File: src/sv/ptnq_pkg.sv
// ----------------------------------------------------------------------------
// ptnq_pkg: shared types and constants of the point table nearest query block
// Point layout, command and status codes, distance widths and FSM states.
// ----------------------------------------------------------------------------
package ptnq_pkg;

  localparam int TABLE_DEPTH = 64;
  localparam int COORD_BITS  = 14;
  localparam int ADDR_BITS   = $clog2(TABLE_DEPTH);
  localparam int COUNT_BITS  = $clog2(TABLE_DEPTH + 1);
  localparam int LIMIT_BITS  = 7;
  localparam int LIMIT_RESET = 50;
  localparam int CMP_BITS    = (COUNT_BITS > LIMIT_BITS) ? COUNT_BITS : LIMIT_BITS;
  localparam int POINT_BITS  = 2 * COORD_BITS;
  localparam int DATA_BITS   = ((POINT_BITS + 7) / 8) * 8;
  localparam int CMD_BITS    = 2;
  localparam int STATUS_BITS = 3;

  // Squared distances are compared exactly; the search radius needs 29 bits.
  localparam longint SEARCH_RADIUS = 20000;
  localparam longint RADIUS_SQ     = SEARCH_RADIUS * SEARCH_RADIUS;
  localparam int     RADIUS_BITS   = 29;
  localparam int     DIST_BITS     = (2 * COORD_BITS + 1 > RADIUS_BITS) ?
                                     2 * COORD_BITS + 1 : RADIUS_BITS;

  typedef enum logic [CMD_BITS-1:0] {
    CMD_LIST   = 2'd0,
    CMD_ADD    = 2'd1,
    CMD_REMOVE = 2'd2,
    CMD_QUERY  = 2'd3
  } cmd_t;

  typedef enum logic [STATUS_BITS-1:0] {
    STAT_ADDED   = 3'd0,
    STAT_EXISTS  = 3'd1,
    STAT_LIMIT   = 3'd2,
    STAT_REMOVED = 3'd3,
    STAT_ABSENT  = 3'd4,
    STAT_NEAREST = 3'd5,
    STAT_ENTRY   = 3'd6,
    STAT_EMPTY   = 3'd7
  } status_t;

  typedef struct packed {
    logic [COORD_BITS-1:0] y;
    logic [COORD_BITS-1:0] x;
  } point_t;

  typedef struct packed {
    logic                 valid;
    logic [DIST_BITS-1:0] sq_sum;
    point_t               pt;
  } dist_res_t;

  typedef enum logic [2:0] {
    S_IDLE,
    S_SCAN,
    S_DECIDE,
    S_SHIFT,
    S_RESP,
    S_LIST_RD,
    S_LIST_OUT
  } state_t;

endpackage

File: src/sv/ptnq_ram.sv
// ----------------------------------------------------------------------------
// ptnq_ram: generic single-clock RAM
// One write port, one read port with registered read data.
// ----------------------------------------------------------------------------
module ptnq_ram #(
  parameter int WIDTH = 8,
  parameter int DEPTH = 16
) (
  input  logic                     clk,
  input  logic                     we,
  input  logic [$clog2(DEPTH)-1:0] waddr,
  input  logic [WIDTH-1:0]         wdata,
  input  logic                     re,
  input  logic [$clog2(DEPTH)-1:0] raddr,
  output logic [WIDTH-1:0]         rdata
);

  logic [WIDTH-1:0] mem [DEPTH];

  always_ff @(posedge clk) begin
    if (we) begin
      mem[waddr] <= wdata;
    end
    if (re) begin
      rdata <= mem[raddr];
    end
  end

endmodule

File: src/sv/ptnq_dist.sv
// ----------------------------------------------------------------------------
// ptnq_dist: squared distance pipeline
// Three stages: absolute differences, squares, sum. Carries the point along.
// ----------------------------------------------------------------------------
module ptnq_dist (
  input  logic                clk,
  input  logic                rst,
  input  logic                in_valid,
  input  ptnq_pkg::point_t    in_pt,
  input  ptnq_pkg::point_t    query,
  output ptnq_pkg::dist_res_t res,
  output logic                busy
);

  logic                              v1, v2;
  logic [ptnq_pkg::COORD_BITS-1:0]   ad_x, ad_y;
  logic [2*ptnq_pkg::COORD_BITS-1:0] sq_x, sq_y;
  ptnq_pkg::point_t                  pt1, pt2;

  always_ff @(posedge clk) begin
    if (rst) begin
      v1        <= 1'b0;
      v2        <= 1'b0;
      res.valid <= 1'b0;
    end else begin
      v1        <= in_valid;
      v2        <= v1;
      res.valid <= v2;
    end
    ad_x <= (in_pt.x > query.x) ? in_pt.x - query.x : query.x - in_pt.x;
    ad_y <= (in_pt.y > query.y) ? in_pt.y - query.y : query.y - in_pt.y;
    pt1  <= in_pt;
    sq_x <= ad_x * ad_x;
    sq_y <= ad_y * ad_y;
    pt2  <= pt1;
    res.sq_sum <= ptnq_pkg::DIST_BITS'(sq_x) + ptnq_pkg::DIST_BITS'(sq_y);
    res.pt     <= pt2;
  end

  assign busy = v1 | v2 | res.valid;

endmodule

File: src/sv/point_table_nearest_query.sv
// ----------------------------------------------------------------------------
// point_table_nearest_query: ordered table of distinct 2-D points
// Command-driven add, remove, nearest query and list over a 64-entry RAM.
// ----------------------------------------------------------------------------
// Usage:
//   Commands arrive on the s_axis channel, one transfer per command; the
//   command code rides in tuser, the point in tdata. Results leave on the
//   m_axis channel: status in tuser, a point in tdata, tlast on the final
//   result of a command. Add, remove and query give one result; list gives
//   one result per stored point in table order, or one empty result.
//   point_limit is written through cfg_we / cfg_wdata; the user must do so only
//   while the block is idle, since the block itself does not enforce it.
//   The single RAM read port scans one entry a cycle; a query result also
//   passes the three distance stages. A refused add and a query or list on an
//   empty table answer without a scan. list reads each entry in S_LIST_RD and
//   returns it in S_LIST_OUT. The next command can transfer in the cycle after
//   the last result of the previous one is pushed.
// Reset clears the point count (table empty) and sets point_limit to 50.
// The result waits in an output register; while the receiver stalls, the
// block finishes its work and holds, then takes the next command once the
// pending result is out of the way.
// ----------------------------------------------------------------------------
module point_table_nearest_query (
  input  logic                             clk,
  input  logic                             rst,
  input  logic                             cfg_we,
  input  logic [ptnq_pkg::LIMIT_BITS-1:0]  cfg_wdata,     // point_limit
  input  logic                             s_axis_tvalid,
  output logic                             s_axis_tready,
  input  logic [ptnq_pkg::DATA_BITS-1:0]   s_axis_tdata,  // x_coord, y_coord, zero pad
  input  logic [ptnq_pkg::CMD_BITS-1:0]    s_axis_tuser,  // command
  output logic                             m_axis_tvalid,
  input  logic                             m_axis_tready,
  output logic [ptnq_pkg::DATA_BITS-1:0]   m_axis_tdata,  // point_x, point_y, zero pad
  output logic [ptnq_pkg::STATUS_BITS-1:0] m_axis_tuser,  // status
  output logic                             m_axis_tlast   // last
);

  ptnq_pkg::state_t                    state, state_next;
  ptnq_pkg::cmd_t                      cmd;
  ptnq_pkg::point_t                    qpt;
  logic [ptnq_pkg::LIMIT_BITS-1:0]     point_limit;
  logic [ptnq_pkg::COUNT_BITS-1:0]     point_count;
  logic [ptnq_pkg::COUNT_BITS-1:0]     idx;
  logic                                rd_valid;
  logic [ptnq_pkg::ADDR_BITS-1:0]      rd_idx;
  logic                                found;
  logic [ptnq_pkg::ADDR_BITS-1:0]      found_idx;
  logic                                first_seen;
  logic [ptnq_pkg::DIST_BITS-1:0]      best;
  ptnq_pkg::point_t                    pick;
  ptnq_pkg::status_t                   resp_status;

  // RAM ports
  logic                                ram_we, ram_re;
  logic [ptnq_pkg::ADDR_BITS-1:0]      ram_waddr, ram_raddr;
  ptnq_pkg::point_t                    ram_wdata, ram_rdata;

  // Distance pipeline
  logic                                dist_in_valid;
  ptnq_pkg::dist_res_t                 dist_res;
  logic                                dist_busy;

  // Handshake and status helpers
  logic                                s_accept, out_free, out_push;
  logic                                scan_more, scan_drained, list_last;
  logic                                table_full, table_empty;
  logic [ptnq_pkg::CMP_BITS-1:0]       lim_w, cnt_w, cap_w;
  ptnq_pkg::cmd_t                      cmd_in;
  ptnq_pkg::status_t                   out_status;
  ptnq_pkg::point_t                    out_pt;
  logic                                out_last;

  assign cmd_in       = ptnq_pkg::cmd_t'(s_axis_tuser);
  assign s_accept     = s_axis_tvalid && s_axis_tready;
  assign out_free     = !m_axis_tvalid || m_axis_tready;
  assign scan_more    = idx < point_count;
  assign scan_drained = !rd_valid && !dist_busy;
  assign list_last    = (idx + ptnq_pkg::COUNT_BITS'(1)) == point_count;
  assign table_empty  = point_count == '0;

  // A limit above the table depth counts as the depth.
  assign lim_w      = ptnq_pkg::CMP_BITS'(point_limit);
  assign cnt_w      = ptnq_pkg::CMP_BITS'(point_count);
  assign cap_w      = (lim_w > ptnq_pkg::CMP_BITS'(ptnq_pkg::TABLE_DEPTH)) ?
                      ptnq_pkg::CMP_BITS'(ptnq_pkg::TABLE_DEPTH) : lim_w;
  assign table_full = cnt_w >= cap_w;

  ptnq_ram #(
    .WIDTH (ptnq_pkg::POINT_BITS),
    .DEPTH (ptnq_pkg::TABLE_DEPTH)
  ) u_store (
    .clk   (clk),
    .we    (ram_we),
    .waddr (ram_waddr),
    .wdata (ram_wdata),
    .re    (ram_re),
    .raddr (ram_raddr),
    .rdata (ram_rdata)
  );

  // Only query scans feed the distance pipeline.
  assign dist_in_valid = rd_valid && (state == ptnq_pkg::S_SCAN) &&
                         (cmd == ptnq_pkg::CMD_QUERY);

  ptnq_dist u_dist (
    .clk      (clk),
    .rst      (rst),
    .in_valid (dist_in_valid),
    .in_pt    (ram_rdata),
    .query    (qpt),
    .res      (dist_res),
    .busy     (dist_busy)
  );

  // Next state
  always_comb begin
    state_next = state;
    unique case (state)
      ptnq_pkg::S_IDLE: begin
        if (s_accept) begin
          priority if (cmd_in == ptnq_pkg::CMD_ADD && table_full) begin
            state_next = ptnq_pkg::S_RESP;
          end else if ((cmd_in == ptnq_pkg::CMD_LIST || cmd_in == ptnq_pkg::CMD_QUERY)
                       && table_empty) begin
            state_next = ptnq_pkg::S_RESP;
          end else if (cmd_in == ptnq_pkg::CMD_LIST) begin
            state_next = ptnq_pkg::S_LIST_RD;
          end else begin
            state_next = ptnq_pkg::S_SCAN;
          end
        end
      end
      ptnq_pkg::S_SCAN: begin
        if (!scan_more && scan_drained) begin
          state_next = ptnq_pkg::S_DECIDE;
        end
      end
      ptnq_pkg::S_DECIDE: begin
        if (cmd == ptnq_pkg::CMD_REMOVE && found) begin
          state_next = ptnq_pkg::S_SHIFT;
        end else begin
          state_next = ptnq_pkg::S_RESP;
        end
      end
      ptnq_pkg::S_SHIFT: begin
        if (!scan_more && !rd_valid) begin
          state_next = ptnq_pkg::S_RESP;
        end
      end
      ptnq_pkg::S_RESP: begin
        if (out_free) begin
          state_next = ptnq_pkg::S_IDLE;
        end
      end
      ptnq_pkg::S_LIST_RD: begin
        state_next = ptnq_pkg::S_LIST_OUT;
      end
      ptnq_pkg::S_LIST_OUT: begin
        if (out_free) begin
          state_next = list_last ? ptnq_pkg::S_IDLE : ptnq_pkg::S_LIST_RD;
        end
      end
      default: begin
        state_next = ptnq_pkg::S_IDLE;
      end
    endcase
  end

  // Outputs per state: RAM strobes, input ready, result push
  always_comb begin
    s_axis_tready = 1'b0;
    ram_re        = 1'b0;
    ram_raddr     = idx[ptnq_pkg::ADDR_BITS-1:0];
    ram_we        = 1'b0;
    ram_waddr     = point_count[ptnq_pkg::ADDR_BITS-1:0];
    ram_wdata     = qpt;
    out_push      = 1'b0;
    out_status    = resp_status;
    out_pt        = (resp_status == ptnq_pkg::STAT_NEAREST) ? pick : '0;
    out_last      = 1'b1;
    unique case (state)
      ptnq_pkg::S_IDLE: begin
        s_axis_tready = 1'b1;
      end
      ptnq_pkg::S_SCAN: begin
        ram_re = scan_more;
      end
      ptnq_pkg::S_DECIDE: begin
        // append at the end of the table
        ram_we = (cmd == ptnq_pkg::CMD_ADD) && !found;
      end
      ptnq_pkg::S_SHIFT: begin
        // read entry i while writing the entry read last cycle to i-1
        ram_re    = scan_more;
        ram_we    = rd_valid;
        ram_waddr = rd_idx - ptnq_pkg::ADDR_BITS'(1);
        ram_wdata = ram_rdata;
      end
      ptnq_pkg::S_RESP: begin
        out_push = out_free;
      end
      ptnq_pkg::S_LIST_RD: begin
        ram_re = 1'b1;
      end
      ptnq_pkg::S_LIST_OUT: begin
        out_push   = out_free;
        out_status = ptnq_pkg::STAT_ENTRY;
        out_pt     = ram_rdata;
        out_last   = list_last;
      end
      default: begin
        s_axis_tready = 1'b0;
      end
    endcase
  end

  // Control state
  always_ff @(posedge clk) begin
    if (rst) begin
      state       <= ptnq_pkg::S_IDLE;
      point_limit <= ptnq_pkg::LIMIT_BITS'(ptnq_pkg::LIMIT_RESET);
      point_count <= '0;
      rd_valid    <= 1'b0;
    end else begin
      state    <= state_next;
      rd_valid <= ram_re && (state == ptnq_pkg::S_SCAN || state == ptnq_pkg::S_SHIFT);
      if (cfg_we) begin
        point_limit <= cfg_wdata;
      end
      // grow on append, shrink once the shift has drained
      if (state == ptnq_pkg::S_DECIDE && cmd == ptnq_pkg::CMD_ADD && !found) begin
        point_count <= point_count + ptnq_pkg::COUNT_BITS'(1);
      end else if (state == ptnq_pkg::S_SHIFT && !scan_more && !rd_valid) begin
        point_count <= point_count - ptnq_pkg::COUNT_BITS'(1);
      end
    end
  end

  // Command datapath
  always_ff @(posedge clk) begin
    rd_idx <= ram_raddr;
    unique case (state)
      ptnq_pkg::S_IDLE: begin
        if (s_accept) begin
          cmd         <= cmd_in;
          qpt         <= s_axis_tdata[ptnq_pkg::POINT_BITS-1:0];
          idx         <= '0;
          found       <= 1'b0;
          first_seen  <= 1'b0;
          best        <= ptnq_pkg::DIST_BITS'(ptnq_pkg::RADIUS_SQ);
          resp_status <= (cmd_in == ptnq_pkg::CMD_ADD) ? ptnq_pkg::STAT_LIMIT
                                                       : ptnq_pkg::STAT_EMPTY;
        end
      end
      ptnq_pkg::S_SCAN: begin
        if (ram_re) begin
          idx <= idx + ptnq_pkg::COUNT_BITS'(1);
        end
        // first exact match wins
        if (rd_valid && !found && ram_rdata == qpt) begin
          found     <= 1'b1;
          found_idx <= rd_idx;
        end
        // strict compare keeps the earliest of equal distances; entry zero
        // stands when nothing falls inside the search radius
        if (dist_res.valid) begin
          first_seen <= 1'b1;
          if (!first_seen || dist_res.sq_sum < best) begin
            pick <= dist_res.pt;
          end
          if (dist_res.sq_sum < best) begin
            best <= dist_res.sq_sum;
          end
        end
      end
      ptnq_pkg::S_DECIDE: begin
        unique case (cmd)
          ptnq_pkg::CMD_ADD: begin
            resp_status <= found ? ptnq_pkg::STAT_EXISTS : ptnq_pkg::STAT_ADDED;
          end
          ptnq_pkg::CMD_REMOVE: begin
            resp_status <= found ? ptnq_pkg::STAT_REMOVED : ptnq_pkg::STAT_ABSENT;
          end
          ptnq_pkg::CMD_QUERY: begin
            resp_status <= ptnq_pkg::STAT_NEAREST;
          end
          ptnq_pkg::CMD_LIST: begin
            resp_status <= ptnq_pkg::STAT_EMPTY;
          end
        endcase
        idx <= ptnq_pkg::COUNT_BITS'(found_idx) + ptnq_pkg::COUNT_BITS'(1);
      end
      ptnq_pkg::S_SHIFT: begin
        if (ram_re) begin
          idx <= idx + ptnq_pkg::COUNT_BITS'(1);
        end
      end
      ptnq_pkg::S_LIST_OUT: begin
        if (out_free) begin
          idx <= idx + ptnq_pkg::COUNT_BITS'(1);
        end
      end
      default: begin
        idx <= idx;
      end
    endcase
  end

  // Output register: hold while stalled, drop valid once taken
  always_ff @(posedge clk) begin
    if (rst) begin
      m_axis_tvalid <= 1'b0;
    end else if (out_push) begin
      m_axis_tvalid <= 1'b1;
    end else if (m_axis_tready) begin
      m_axis_tvalid <= 1'b0;
    end
    if (out_push) begin
      m_axis_tdata <= ptnq_pkg::DATA_BITS'(out_pt);
      m_axis_tuser <= out_status;
      m_axis_tlast <= out_last;
    end
  end

endmodule

File: config.mk
export PLATFORM = sky130hd
export DESIGN_NAME = point_table_nearest_query
export DESIGN_NICKNAME = d
export VERILOG_FILES = /design/src/sv/ptnq_pkg.sv /design/src/sv/ptnq_ram.sv /design/src/sv/ptnq_dist.sv /design/src/sv/point_table_nearest_query.sv
export SDC_FILE = /design/constraint.sdc
export NUM_CORES = 2
export LEC_CHECK = 0
export ABC_AREA = 1
export BUFFER_PORTS_ARGS = -buffer_cell sky130_fd_sc_hd__buf_2
export CORE_MARGIN = 1.5
export CORE_UTILIZATION = 60
export DETAILED_ROUTE_END_ITERATION = 8
export PLACE_DENSITY = 0.84
export SYNTH_ARGS = -nofsm -noshare
export SYNTH_HDL_FRONTEND = slang
export SYNTH_SLANG_ARGS = --single-unit
File: constraint.sdc
create_clock -name clk -period 7 [get_ports clk]
set_input_delay 1.05 -clock clk [delete_from_list [all_inputs] [get_ports clk]]
set_output_delay 1.05 -clock clk [all_outputs]
set_load 0.01 [all_outputs]
==> summary.md <==
| Metric | Value |
|---|---|
| Status | completed |
| Max Slew Vio Count | 0 |
| WP data required | 7.75 ns |
| Placed cells | 10519 |
| Seq/Total Area, Yosys | 64.0% |
| Max Root-Sink Buffers | 3 |
| Clk slew on worst S/H paths | 0.06 ns |
| Mapped cell area | 0.0988 mm^2 |
| Post-detailed-route count of antenna-violating nets | 0 |
| RSZ-0062 raised after global routing | false |
| Number of vias per cell | 6.36 |
| Syn avg cell area | 11.5 um^2 |
| Final Hold Viols | 0 |
| Latest clock arrival within the worst-skew pair | 0.88 ns |
| # H-tree levels | 4 |
| Pin count of the biggest net entering global routing | 237 |
| Top_reg_cell synth | edfxtp_1 |
| Share of post-route cells with drive strength above 1 | 7.29% |
| Clk_skew | 0.0939 ns |
| Setup_tns | 0 ns |
| Vias in the first global route | 68977 |
| Remaining DRCs | 0 |
| DR WL/cell | 24.2 um |
| Slew HR | 16.8% |
| Critical path startpoint category | flip-flop |
| Minimum clock period | 5.80 ns |
| Critical path depth | 18 |
| Clock Sinks | 2180 |
| Final WL | 264 mm |
| RD Place Congestion | 0.908 |
| Initial Util | 60.5% |
| #FFs+latches synth | 2180 |
| Initial DRC count | 10336 |
| # IOs | 84 |
| Actual slew at the worst max-slew pin | 1.23 ns |
| Antenna violations before repair | 12 |
| Reg2Reg Depth | 18 |
| Root Buffer | clkbuf_16 |
| FF-to-FF setup slack | 1.20 ns |
| CTS tree | done |
| DIE HEIGHT | 409 um |
| Die width | 409 um |
| Most common cell after layout, fill and taps aside | edfxtp_1 |
| Slowest CP cell | dfxtp_1 |
| Worst hold stages | 0 |
| Mapped Cells | 8606 |
| Number of synthesized flops with an enable pin | 1957 |
| Crit. End Element | flip-flop |
| DPL Wire Length | 149 mm |
| Final net count | 9145 |
| Post-CTS Setup Bufs | 0 |
| Core Rows | 148 |
| Port Buffer Count | 75 |
| Vias | 69334 |
| Final setup violation count | 0 |
| Crit-path cells | nand2_1 -> fa_1 -> fa_1 -> inv_1 -> fa_1 -> fa_1 -> fa_1 -> fa_1 -> ha_1 -> nand2_1 -> nor2_1 -> nand3_1 -> o21ai_0 -> nand2_1 -> nand2_1 -> nand2_1 -> nand3b_1 -> nand2_1 |
| Post-synth cell types | 54 |
| CORE AREA | 0.163 mm^2 |
| Post-Layout Cell Count | 10903 |
| Fmax | 172 MHz |
| Max incr delay on CP | 0.82 ns |
| Drt pass-1 iters | 9 |
| Worst Path Buf+Inv | 1 |
| Cts hold-fix bufs | 0 |
| Final instance area | 0.108 mm^2 |
| PostCTS Resize Cnt | 0 |
| Crit path kind | flip-flop to flip-flop |
| Arr. time, crit path | 6.55 ns |
| Period utilization | 82.9% |
| Total CTS buffers | 203 |
| Die ar. | 0.167 mm^2 |
| Max Cap Viol | 0 |
| HP Class | flip-flop to flip-flop |
| Synth async-reset ratio | 0% |
| Yosys warning count | 0 |
| DP Area | 0.102 mm^2 |
| GRT Total Usage | 31.1% |
| First-pass GRT wire length | 395 mm |
| Most frequent cells in the layout | edfxtp_1 (1957), nor2_1 (1184), o21ai_0 (1118), nand2_1 (984), inv_1 (643) |
| Area grow syn2layout | 9.63% |
| Critical path's top delay family | adder cells |
| Final hold slack | 0.291 ns |
| Gr ovfl total | 0 |
| CP max FO | 15 |
final timing paths:
kind | from | to
worst max-delay path | u_dist.ad_x[9]$_DFF_P_ | u_dist.sq_x[27]$_DFF_P_
worst min register to register | u_dist.pt1[22]$_DFF_P_ | u_dist.pt2[22]$_DFF_P_
worst min-delay path | u_dist.pt1[22]$_DFF_P_ | u_dist.pt2[22]$_DFF_P_
worst max register to register | u_dist.ad_x[9]$_DFF_P_ | u_dist.sq_x[27]$_DFF_P_
worst register-to-register path, cell delays in order, from the launching register on:
cell	delay, ns
dfxtp_1	0.82
nand2_1	0.27
fa_1	0.56
fa_1	0.51
inv_1	0.05
fa_1	0.48
fa_1	0.56
fa_1	0.43
fa_1	0.47
ha_1	0.41
nand2_1	0.13
nor2_1	0.15
nand3_1	0.09
o21ai_0	0.33
nand2_1	0.10
nand2_1	0.14
nand2_1	0.09
nand3b_1	0.10
nand2_1	0.05
metrics by stage:
stage / utilization (%) / setup slack, ns
after floorplan: - / 1.74
after global placement: 62.3 / 1.28
after CTS: 66.4 / 1.23
after detailed placement: 62.3 / 1.23
final: 66.4 / 1.20
after global routing: 66.4 / 0.779
cell families (layout without fill, tap and decap cells):
kind of cell	Yosys count	after routing	synth area share, %
and+or+nand+nor	2505	2505	9.98
DFF	2180	2180	64.0
AOI/OAI and AO/OA	2112	2112	11.5
buffers and inverters	1120	1233	4.55
adders and majority gates	550	550	8.72
xor gates and xnor gates	137	137	1.22
other	1	10	0.00380
muxes	1	1	0.0101
layout make-up:
type                            count  area [um^2]
Clock buffer                      252         5290
Sequential cell                  2180        63200
Tap cell                         2175         2720
Timing Repair Buffer              197         1450
Inverter                          658         2500
Fill cell                       10928        54900
Clock inverter                    126         1340
Multi-Input combinational cell   5309        31700
Antenna cell                        6         15.0
flip-flops by register name (all words and copies together), names as in the netlist, 6 cells and up:
register and flops:
qpt 28, best 29, m_axis_tdata 28, u_dist.ad_x 14, u_store.rdata 28, lim_w 7, rd_idx 6, u_dist.sq_y 27
u_dist.sq_x 27, idx 7, cnt_w 7, u_dist.res 58, u_dist.pt1 28, u_dist.pt2 28, u_store.mem 1792, found_idx 6
u_dist.ad_y 14, pick 28
per-layer routing:
layer / GRT usage (%) / wire length [um] / vias to the layer above
li1: - / - / 30030
met2: 49.5 / 124000 / 5097
met1: 39.2 / 90600 / 33229
met4: 18.7 / 17000 / 6
met3: 6.86 / 32800 / 972
met5: 0 / 35 / -
Yosys cell counts, types with 2 or more instances:
master | number | area, um^2
o21bai_1 | 22 | 165
nand4_1 | 21 | 131
a21o_1 | 16 | 120
buf_4 | 31 | 233
nand2_1 | 984 | 3690
nor3_1 | 25 | 125
o211ai_1 | 8 | 60.1
inv_1 | 644 | 2420
o22ai_1 | 452 | 2830
nand3_1 | 175 | 876
o21ai_2 | 3 | 26.3
nor2_4 | 2 | 22.5
fa_1 | 231 | 4620
buf_2 | 81 | 405
clkbuf_1 | 318 | 1190
and3_1 | 4 | 25.0
a211oi_1 | 4 | 30.0
inv_2 | 10 | 37.5
nor4_1 | 7 | 43.8
buf_1 | 18 | 67.6
o31ai_1 | 2 | 15.0
a31oi_1 | 10 | 62.6
buf_6 | 8 | 90.1
nand3b_1 | 2 | 15.0
o21ai_1 | 138 | 691
dfxtp_1 | 223 | 4460
nor2_2 | 2 | 12.5
clkbuf_2 | 6 | 30.0
xnor2_1 | 41 | 359
a221oi_1 | 2 | 17.5
nor3_2 | 3 | 30.0
or2_2 | 18 | 113
xor2_1 | 96 | 841
o21a_1 | 7 | 52.6
ha_1 | 319 | 3990
o21ai_0 | 1147 | 5740
a21oi_1 | 291 | 1460
a21boi_0 | 4 | 30.0
nand2_2 | 8 | 50.1
nor2_1 | 1251 | 4700
clkinv_1 | 3 | 11.3
edfxtp_1 | 1957 | 58800
Power is not shown: default switching activity piles up to over one toggle a cycle in this logic, so the estimate is an artifact.
